## src/hw/rtl/bcc_pkg.sv

```systemverilog
// shared types, constants and helper functions for the bit count and crc32c unit
package bcc_pkg;

  localparam logic [31:0] CRC32C_POLY = 32'h82F63B78;
  localparam int          CHUNKS      = 4;
  localparam int          CHUNK_W     = 16;

  typedef enum logic [1:0] {
    MODE_POP = 2'd0,
    MODE_TZ  = 2'd1,
    MODE_LZ  = 2'd2,
    MODE_CRC = 2'd3
  } mode_t;

  typedef struct packed {
    logic [6:0] count;
    logic       cf;
    logic       zf;
  } count_res_t;

  function automatic logic [31:0] crc_byte(input logic [31:0] crc, input logic [7:0] b);
    logic [31:0] c;
    c = crc ^ {24'd0, b};
    for (int i = 0; i < 8; i++) begin
      c = (c >> 1) ^ (c[0] ? CRC32C_POLY : 32'd0);
    end
    return c;
  endfunction

  function automatic logic [7:0] byte_mask(input logic [1:0] size_code);
    logic [7:0] m;
    unique case (size_code)
      2'd0: m = 8'h01;
      2'd1: m = 8'h03;
      2'd2: m = 8'h0F;
      2'd3: m = 8'hFF;
      default: m = 8'h01;
    endcase
    return m;
  endfunction

  function automatic logic [4:0] pop16(input logic [15:0] v);
    logic [4:0] n;
    n = 5'd0;
    for (int i = 0; i < 16; i++) begin
      n = n + {4'd0, v[i]};
    end
    return n;
  endfunction

  function automatic logic [4:0] tz16(input logic [15:0] v);
    logic [4:0] n;
    n = 5'd16;
    for (int i = 15; i >= 0; i--) begin
      if (v[i]) begin
        n = 5'(i);
      end
    end
    return n;
  endfunction

  function automatic logic [4:0] lz16(input logic [15:0] v);
    logic [4:0] n;
    n = 5'd16;
    for (int i = 0; i < 16; i++) begin
      if (v[i]) begin
        n = 5'(15 - i);
      end
    end
    return n;
  endfunction

endpackage

```

## src/hw/rtl/bcc_crc_stage.sv

```systemverilog
// one pipeline stage of the crc32c datapath, folds in up to two bytes
module bcc_crc_stage
  import bcc_pkg::*;
(
  input  logic        clk,
  input  logic        en,
  input  logic [31:0] crc_in,
  input  logic [15:0] data,
  input  logic [1:0]  byte_en,
  output logic [31:0] crc_q
);

  logic [31:0] crc_lo;
  logic [31:0] crc_hi;

  always_comb begin
    crc_lo = byte_en[0] ? crc_byte(crc_in, data[7:0]) : crc_in;
    crc_hi = byte_en[1] ? crc_byte(crc_lo, data[15:8]) : crc_lo;
  end

  always_ff @(posedge clk) begin
    if (en) begin
      crc_q <= crc_hi;
    end
  end

endmodule

```

## src/hw/rtl/bcc_count_stage.sv

```systemverilog
// two-stage popcount, trailing and leading zero count datapath
module bcc_count_stage
  import bcc_pkg::*;
(
  input  logic        clk,
  input  logic        en1,
  input  logic        en2,
  input  logic [63:0] operand,
  input  mode_t       mode_s1,
  output count_res_t  res_q
);

  logic [4:0]        pc [CHUNKS];
  logic [4:0]        tz [CHUNKS];
  logic [4:0]        lz [CHUNKS];
  logic [CHUNKS-1:0] nz;
  count_res_t        res_next;
  logic [6:0]        pop_sum;
  logic [6:0]        tz_sum;
  logic [6:0]        lz_sum;
  logic              all_zero;

  // per-chunk statistics
  always_ff @(posedge clk) begin
    if (en1) begin
      for (int k = 0; k < CHUNKS; k++) begin
        pc[k] <= pop16(operand[k*CHUNK_W +: CHUNK_W]);
        tz[k] <= tz16(operand[k*CHUNK_W +: CHUNK_W]);
        lz[k] <= lz16(operand[k*CHUNK_W +: CHUNK_W]);
        nz[k] <= |operand[k*CHUNK_W +: CHUNK_W];
      end
    end
  end

  always_comb begin
    all_zero = ~|nz;
    pop_sum  = {2'd0, pc[0]} + {2'd0, pc[1]} + {2'd0, pc[2]} + {2'd0, pc[3]};
    priority if (nz[0]) begin
      tz_sum = {2'd0, tz[0]};
    end else if (nz[1]) begin
      tz_sum = 7'd16 + {2'd0, tz[1]};
    end else if (nz[2]) begin
      tz_sum = 7'd32 + {2'd0, tz[2]};
    end else begin
      tz_sum = 7'd48 + {2'd0, tz[3]};
    end
    priority if (nz[3]) begin
      lz_sum = {2'd0, lz[3]};
    end else if (nz[2]) begin
      lz_sum = 7'd16 + {2'd0, lz[2]};
    end else if (nz[1]) begin
      lz_sum = 7'd32 + {2'd0, lz[1]};
    end else begin
      lz_sum = 7'd48 + {2'd0, lz[0]};
    end
    res_next = '0;
    unique case (mode_s1)
      MODE_POP: begin
        res_next.count = pop_sum;
        res_next.zf    = all_zero;
      end
      MODE_TZ: begin
        res_next.count = tz_sum;
        res_next.cf    = all_zero;
        res_next.zf    = (tz_sum == 7'd0);
      end
      MODE_LZ: begin
        res_next.count = lz_sum;
        res_next.cf    = all_zero;
        res_next.zf    = (lz_sum == 7'd0);
      end
      MODE_CRC: begin
        res_next = '0;
      end
      default: begin
        res_next = '0;
      end
    endcase
  end

  always_ff @(posedge clk) begin
    if (en2) begin
      res_q <= res_next;
    end
  end

endmodule

```

## src/hw/rtl/bit_count_crc32c_unit.sv

```systemverilog
// top level of the popcount, tzcnt, lzcnt and crc32c execution unit
// 4 register stages from input transaction to result valid; one transaction per cycle
// while the output is not stalled; crc folds two bytes per stage over all 4 stages
// counts are formed in stages 1 and 2 and carried through stages 3 and 4
// backpressure: a stage is ready when empty or when the stage after it moves
// reset: synchronous, clears the stage valid bits only
module bit_count_crc32c_unit
  import bcc_pkg::*;
(
  input  logic         clk,
  input  logic         rst,
  input  logic         s_tvalid,
  output logic         s_tready,
  input  logic [103:0] s_tdata,   // mode, operand, size_code, crc_seed, zero pad
  output logic         m_tvalid,
  input  logic         m_tready,
  output logic [39:0]  m_tdata    // result, carry_flag, zero_flag, flags_updated, zero pad
);

  mode_t       in_mode;
  logic [63:0] in_operand;
  logic [1:0]  in_size;
  logic [31:0] in_seed;
  logic [7:0]  in_mask;

  logic        v1, v2, v3, v4;
  logic        rdy1, rdy2, rdy3, rdy4;

  mode_t       mode1, mode2, mode3, mode4;
  logic [47:0] opnd1;
  logic [31:0] opnd2;
  logic [15:0] opnd3;
  logic [7:2]  mask1;
  logic [7:4]  mask2;
  logic [7:6]  mask3;
  logic [31:0] crc1, crc2, crc3, crc4;
  count_res_t  cnt2;
  count_res_t  cnt3;
  count_res_t  cnt4;

  logic [31:0] result;
  logic        flags_updated;

  assign in_mode    = mode_t'(s_tdata[1:0]);
  assign in_operand = s_tdata[65:2];
  assign in_size    = s_tdata[67:66];
  assign in_seed    = s_tdata[99:68];
  assign in_mask    = byte_mask(in_size);

  assign rdy4     = !v4 || m_tready;
  assign rdy3     = !v3 || rdy4;
  assign rdy2     = !v2 || rdy3;
  assign rdy1     = !v1 || rdy2;
  assign s_tready = rdy1;

  always_ff @(posedge clk) begin
    if (rst) begin
      v1 <= 1'b0;
      v2 <= 1'b0;
      v3 <= 1'b0;
      v4 <= 1'b0;
    end else begin
      if (rdy1) begin
        v1 <= s_tvalid;
      end
      if (rdy2) begin
        v2 <= v1;
      end
      if (rdy3) begin
        v3 <= v2;
      end
      if (rdy4) begin
        v4 <= v3;
      end
    end
  end

  always_ff @(posedge clk) begin
    if (rdy1) begin
      mode1 <= in_mode;
      opnd1 <= in_operand[63:16];
      mask1 <= in_mask[7:2];
    end
    if (rdy2) begin
      mode2 <= mode1;
      opnd2 <= opnd1[47:16];
      mask2 <= mask1[7:4];
    end
    if (rdy3) begin
      mode3 <= mode2;
      opnd3 <= opnd2[31:16];
      mask3 <= mask2[7:6];
      cnt3  <= cnt2;
    end
    if (rdy4) begin
      mode4 <= mode3;
      cnt4  <= cnt3;
    end
  end

  bcc_crc_stage u_crc1 (
    .clk     (clk),
    .en      (rdy1),
    .crc_in  (in_seed),
    .data    (in_operand[15:0]),
    .byte_en (in_mask[1:0]),
    .crc_q   (crc1)
  );

  bcc_crc_stage u_crc2 (
    .clk     (clk),
    .en      (rdy2),
    .crc_in  (crc1),
    .data    (opnd1[15:0]),
    .byte_en (mask1[3:2]),
    .crc_q   (crc2)
  );

  bcc_crc_stage u_crc3 (
    .clk     (clk),
    .en      (rdy3),
    .crc_in  (crc2),
    .data    (opnd2[15:0]),
    .byte_en (mask2[5:4]),
    .crc_q   (crc3)
  );

  bcc_crc_stage u_crc4 (
    .clk     (clk),
    .en      (rdy4),
    .crc_in  (crc3),
    .data    (opnd3),
    .byte_en (mask3),
    .crc_q   (crc4)
  );

  bcc_count_stage u_count (
    .clk     (clk),
    .en1     (rdy1),
    .en2     (rdy2),
    .operand (in_operand),
    .mode_s1 (mode1),
    .res_q   (cnt2)
  );

  assign flags_updated = (mode4 != MODE_CRC);
  assign result        = flags_updated ? {25'd0, cnt4.count} : crc4;

  assign m_tvalid = v4;
  assign m_tdata  = {5'd0, flags_updated, cnt4.zf, cnt4.cf, result};

`ifndef SYNTHESIS
  a_crc_flags_clear: assert property (@(posedge clk) disable iff (rst)
    (m_tvalid && !m_tdata[34]) |-> (m_tdata[33:32] == 2'b00))
    else $error("crc result with flags set");

  a_count_range: assert property (@(posedge clk) disable iff (rst)
    (m_tvalid && m_tdata[34]) |-> (m_tdata[31:0] <= 32'd64))
    else $error("count result out of range");

  a_carry_full_count: assert property (@(posedge clk) disable iff (rst)
    (m_tvalid && m_tdata[32]) |-> (m_tdata[31:0] == 32'd64 && !m_tdata[33]))
    else $error("carry set without full count");

  a_accept_fills: assert property (@(posedge clk) disable iff (rst)
    (s_tvalid && s_tready) |=> v1)
    else $error("accepted transaction lost at first stage");
`endif

endmodule

```

## config.mk

```make
export PLATFORM = sky130hd
export DESIGN_NAME = bit_count_crc32c_unit
export DESIGN_NICKNAME = d
export VERILOG_FILES = /design/src/hw/rtl/bcc_pkg.sv /design/src/hw/rtl/bcc_crc_stage.sv /design/src/hw/rtl/bcc_count_stage.sv /design/src/hw/rtl/bit_count_crc32c_unit.sv
export SDC_FILE = /design/constraint.sdc
export NUM_CORES = 1
export LEC_CHECK = 0
export BUFFER_PORTS_ARGS = -buffer_cell sky130_fd_sc_hd__clkbuf_2
export CORE_UTILIZATION = 44
export CTS_BUF_LIST = sky130_fd_sc_hd__clkbuf_4
export CTS_CLUSTER_DIAMETER = 100
export DETAILED_ROUTE_END_ITERATION = 16
export PLACE_DENSITY = 0.75
export SLEW_MARGIN = 20
export SYNTH_ARGS = -nofsm -noshare
export SYNTH_HDL_FRONTEND = slang
export SYNTH_HIERARCHICAL = 1
export SYNTH_SLANG_ARGS = --single-unit
```

## constraint.sdc

```tcl
create_clock -name clk -period 5.1 [get_ports clk]
set_clock_uncertainty 0.1 [all_clocks]
set_input_delay 0.51 -clock clk [delete_from_list [all_inputs] [get_ports clk]]
set_output_delay 0.51 -clock clk [all_outputs]
set_load 0.05 [all_outputs]
```

# == Yosys cells after proc, flatten, opt, wreduce, memory -nomap -nowiden ==
# Memory sizes are Yosys's and may differ from the RTL's.
# Cells that the tools add are included.
# classes
add_sub_neg,69
eq_ne,7
mux,220
bitwise_logic,72
reduce_logical,19
# op_table
cell,count
$mux 32,73
$xor 31x32->32,64
$mux 5,136
$add 5x1->5,56
$xor 32x8->32,8
$reduce_or 16->1,4
$mux 7,6
$pmux 8 s4,1
$add 6x5->7 const A,4
$pmux 7 s4,1
$add 7x5->7,2
$logic_not 7->1,2
$add 5x5->6 const A,2
$add 1x1->2,4
$eq 2x2->1 const B,4
$add 5x5->6,1
$logic_not 1->1,5
$eq 2x1->1 const B,2
$logic_not 2->1,2
$logic_or 1x1->1,4
$pmux 1 s4,1
$reduce_or 4->1,1
$mux 1,2
$ne 2x2->1 const B,1
$reduce_or 2->1,1
# totals
input_bits,108
elab_cells,418
ff_bits,279
ramBits,60
n_memories,3
# memory_table
memory,words,width,rd,rd_clocked_by_memory_dff,write_ports,line_no,text
u_count.lz,4,5,4,0,4,bcc_count_stage.sv:15,logic [4:0] lz [CHUNKS];
u_count.pc,4,5,4,0,4,bcc_count_stage.sv:13,logic [4:0] pc [CHUNKS];
u_count.tz,4,5,4,0,4,bcc_count_stage.sv:14,logic [4:0] tz [CHUNKS];

# == Longest topological paths before layout ==
# depth
depth_word,36
depth_mapped,12
mapped_depth_nobuf,12

# == Cells and area by module ==
# Netlist, hierarchy kept.
# modules_own_cells
mod,cells_per_inst,area_per_inst_um2,seq_area_each_um2,instances
bcc_crc_stage,279,3698.5,960.9,4
bcc_count_stage,604,6098.3,2192.1,1
bit_count_crc32c_unit,192,4284.1,3863.7,1

# == Least setup slack after synthesis ==
# OpenSTA, ideal clock, no wires.
# synth_path
path_type,reg-to-reg
from,"register v4, in the netlist m_tvalid"
to,register mask1[3] in the netlist's numbering (enable)
period_less_slack_ps,5846
t_required_ps,4382
setup_time_ps,618
n_path_buf,0
setup_slack_ps,-746
arrival_time_ps,5128
path_stages_with_launch,3
path_cell_list,dfxtp_1 nand4b_1 or2_2
# synth_between
elab_chain_cells,5
# synth_rtl
element,line_no,text
"start, declared",bit_count_crc32c_unit.sv:26,"logic v1, v2, v3, v4;"
"start signal, assigned",bit_count_crc32c_unit.sv:73,v4 <= v3;
$logic_not 1->1,bit_count_crc32c_unit.sv:50,assign rdy4 = !v4 || m_tready;
$logic_or 1x1->1,bit_count_crc32c_unit.sv:50,
$logic_or 1x1->1,bit_count_crc32c_unit.sv:51,assign rdy3 = !v3 || rdy4;
$logic_or 1x1->1,bit_count_crc32c_unit.sv:52,assign rdy2 = !v2 || rdy3;
net rdy2,bit_count_crc32c_unit.sv:27,"logic rdy1, rdy2, rdy3, rdy4;"
$logic_or 1x1->1,bit_count_crc32c_unit.sv:53,assign rdy1 = !v1 || rdy2;
net s_tready,bit_count_crc32c_unit.sv:13,"output logic s_tready,"
"end signal, assigned",bit_count_crc32c_unit.sv:82,mask1 <= in_mask[7:2];
"end, declared",bit_count_crc32c_unit.sv:33,logic [7:2] mask1;
# The timed path passes the listed nets, and every way through them passes these cells.
# A chain may end at the register's enable or synchronous reset.

# == Worst setup path after layout ==
# layout_path
from,register u_crc3.crc_q[0]
to,"register u_crc4.crc_q[7], data pin"
# layout_between
elab_chain_cells,24
word_cells_on_any_way,31
classes_between,13 x mux; 18 x bitwise
# layout_rtl
element,line_no,text
"start, declared",bcc_crc_stage.sv:10,output logic [31:0] crc_q
"start signal, assigned",bcc_crc_stage.sv:23,crc_q <= crc_hi;
$xor 32x8->32,bcc_pkg.sv:23,"c = crc ^ {24'd0, b};"
$mux 32,bcc_pkg.sv:25,c = (c >> 1) ^ (c[0] ? CRC32C_POLY : 32'd0);
$xor 31x32->32 (4 in a row),bcc_pkg.sv:25,
$mux 32 or $xor 31x32->32 (tied branches),bcc_pkg.sv:25,
$xor 31x32->32 or $mux 32 (tied branches) (2 in a row),bcc_pkg.sv:25,
$xor 31x32->32 (2 in a row),bcc_pkg.sv:25,
$mux 32 (*),bcc_crc_stage.sv:17,"crc_lo = byte_en[0] ? crc_byte(crc_in, data[7:0]) : crc_in;"
$xor 32x8->32,bcc_pkg.sv:23,
$mux 32 or $xor 31x32->32 (tied branches),bcc_pkg.sv:25,
$xor 31x32->32 or $mux 32 (tied branches) (2 in a row),bcc_pkg.sv:25,
$xor 31x32->32 (3 in a row),bcc_pkg.sv:25,
$mux 32 or $xor 31x32->32 (tied branches),bcc_pkg.sv:25,
$xor 31x32->32 or $mux 32 (tied branches),bcc_pkg.sv:25,
$xor 31x32->32 (2 in a row),bcc_pkg.sv:25,
$mux 32 (*),bcc_crc_stage.sv:18,"crc_hi = byte_en[1] ? crc_byte(crc_lo, data[15:8]) : crc_lo;"
net u_crc4.crc_hi[7],bcc_crc_stage.sv:14,logic [31:0] crc_hi;
"end signal, assigned",bcc_crc_stage.sv:23,
"end, declared",bcc_crc_stage.sv:10,
# The timed path passes the listed nets; every way through them passes the cells marked *.

==> flow_summary.ini <==
[status]
outcome = complete, no violations

[timing]
worst_pin_slew_ns = 0.975
fin_crit_sh_pct = 78.5
maxSlewHeadroom_pct = 34.7
final_hold_viol_count = 0
final_max_slew_viol_count = 0
rsz0062_at_grt = false
max_freq_ghz = 0.250
whs_ns = 0.0959
layout_min_cycle_time_ns = 4.00
fin_ws_ns = 1.10
setup_viol = 0

[synth]
ys_seq_elements = 331
syn_inst = 1912
syn_area_um2 = 25200
postSynth.asyncResetShare_pct = 0
synth_cell_types = 70
ys.flop_type = edfxtp_1
synth-edff-count = 327
syn-mean-instance-area_um2 = 13.2
yosysWarnings = 6
synth_seq_area_share_pct = 39.3

[grt]
grt_pass1_vias = 15400
grt.overflow.total = 0
track_usage_pct = 20.1
grt_pass1_wl_um = 87900
antenna_found_initial = 4
grt_max_degree = 76

[hold_path]
hold_depth = 2
hold_class = input pin to flop
min_to = u_count/pc[0][0]
hp-start = s_tdata[4]

[setup_path]
rr_worst_depth = 9
cp_max_fo = 8
ff2ff_setup_slack_ns = 1.10
crit_required_ns = 5.52
reg2reg_to = u_crc4/crc_q[7]
worst_setup_path_start_kind = flop
end_kind = flop
crit_type = flop to flop
cp.arrival_ns = 4.42
timing.rr.start = u_crc3/crc_q[0]

[floorplanning]
start_util_pct = 44.6
core_um2 = 56500
die_area_um2 = 58200
die_h_um = 241
die_w_um = 241
io_pins = 150
row_count = 87

[clock_tree]
cts_tree = done
htreeDepth = 3
postCtsSetupRepairBufs = 0
cts_resized = 0
postCtsHoldBufs = 56
cts_root_buf = clkbuf_4
path_clk_slew_ns = 0.08
insertion_delay_ns = 0.84
cts_max_path_buffers = 3
cts_made_buffers = 82
cts_num_sinks = 331

[placed_design]
dpl.hpwl_um = 44700
dp_cells = 2765
placed_area_um2 = 26700
gp_congestion = 0.924
pre_cts_ws_ns = 1.05
place.port_buffers = 140

[flow_run]
drv_cap = 0

[layout]
layoutNonFillerInstCount = 2972
synthToLayoutAreaGrowth_pct = 12.4
seqCellArea_um2 = 9900
fillers = 4844
multi_input_area_um2 = 14500
final_nets = 2344
final_cell_area_um2 = 28300
drive_above_1_share_pct = 20.4

[route]
vias = 14900
first_pass_iters = 5
antenna_left = 0
drc_errors = 0
wl_um = 57100
viasPerCell = 5.02
drtIter0Drc = 847
wl_per_cell_um = 19.2
==> worst max-delay path, stage by stage, from the launching register on <==
cell	delay, ns
edfxtp_1	0.50
xnor2_4	0.25
xnor2_1	0.54
xor3_1	0.45
mux2_4	0.32
xnor2_4	0.36
xnor3_2	0.60
xor2_1	0.21
xnor2_1	0.21
mux2i_1	0.13
==> layer usage <==
| layer | track usage [%] | share of wire (%) | up-vias |
|---|---|---|---|
| met1 | 25.1 | 42 | 7181 |
| met5 | 0 | 0.028 | - |
| met2 | 34.6 | 50 | 440 |
| met3 | 3.02 | 4.5 | 108 |
| met4 | 8.53 | 3.1 | 4 |
| li1 | - | - | 7185 |
==> flip-flops by register name, summed over array words and instances (netlist names), 4 cells and up <==
name	count
opnd1	48
opnd2	32
u_crc1/crc_q	32
u_crc2/crc_q	32
u_crc3/crc_q	32
u_crc4/crc_q	32
u_count/lz	20
u_count/pc	20
u_count/tz	20
opnd3	16
cnt3	9
u_count/res_q	9
cnt4	7
u_count/nz	4
==> placed cells by master, fill, tap and decap left out, types with 10 or more instances in the layout <==
cell | synthesis | layout
nand3_1 | 17 | 17
inv_1 | 143 | 143
edfxtp_1 | 327 | 327
a21oi_1 | 44 | 44
xnor2_2 | 44 | 44
mux2i_1 | 183 | 183
xor3_1 | 20 | 20
ha_1 | 37 | 37
mux2i_4 | 12 | 12
xnor3_1 | 56 | 56
clkinv_2 | 0 | 11
o31ai_1 | 10 | 10
xor2_1 | 95 | 95
xnor2_4 | 56 | 56
clkbuf_2 | 0 | 140
nor2_1 | 48 | 48
xnor2_1 | 339 | 339
xor2_2 | 12 | 12
clkbuf_4 | 0 | 109
and3_1 | 29 | 29
fa_1 | 50 | 50
buf_4 | 11 | 11
dlygate4sd3_1 | 0 | 56
clkinv_1 | 0 | 20
nand2_1 | 96 | 96
nand2b_1 | 11 | 10
o21ai_0 | 85 | 85
==> cell type report <==
cell class / instances / area share, %
Antenna cell: 3 / 0.0265
Clock buffer: 109 / 2.89
Clock inverter: 39 / 0.897
Inverter: 144 / 1.91
Multi-Input combinational cell: 1383 / 51.2
Sequential cell: 331 / 35.0
Tap cell: 756 / 3.34
Timing Repair Buffer: 207 / 4.75
==> synth_stat cells, drive strengths merged, types with 6 or more instances <==
cell	count	area, um^2
nand3	17	85.1
o31ai	10	75.1
edfxtp	327	9820
buf	29	158
nand2	97	372
nor2b	8	50.1
nor2	49	186
o21ai	86	430
xnor3	64	1450
a21o	7	52.6
mux2	15	199
xor3	20	475
a21oi	44	220
mux2i	195	2100
nor3	9	50.1
inv	144	541
nand2b	11	68.8
fa	50	1000
a311oi	8	70.1
xnor2	439	5230
and3	34	219
xor2	107	1030
ha	37	463
clkbuf	29	109
nor4	8	118
o21bai	6	45.0
o211ai	6	45.0
==> cells by family after synthesis <==
group | count (synthesis) | synth area share, %
simple gates | 249 | 5.06
mux | 210 | 9.14
xor+xnor | 630 | 32.5
other cells | 2 | 0.0298
buf+inv | 202 | 3.21
flops | 331 | 39.3
fa+ha+maj | 87 | 5.81
compound gates | 201 | 4.94
==> worst max-delay path by stage <==
stage	end	from	cells past startpoint
2_1_floorplan	mask1[3]	m_tready	2
3_3_place_gp	u_count/pc[2][4]	s_tdata[35]	11
3_5_place_dp	u_crc1/crc_q[2]	s_tdata[4]	10
4_1_cts	u_crc4/crc_q[7]	u_crc3/crc_q[0]	9
5_1_grt	u_crc4/crc_q[7]	u_crc3/crc_q[0]	9
6_report	u_crc4/crc_q[7]	u_crc3/crc_q[0]	9
==> through the flow <==
stage               util [%]  TNS, ns
floorplan                  -   -77.37
global placement        47.2        0
detailed placement      47.2        0
CTS                     50.1        0
global route            50.1        0
finish                  50.1        0
Power is left out: the tool's default activity adds up to more than one toggle a clock period on the data nets, which glitch-free logic cannot reach.
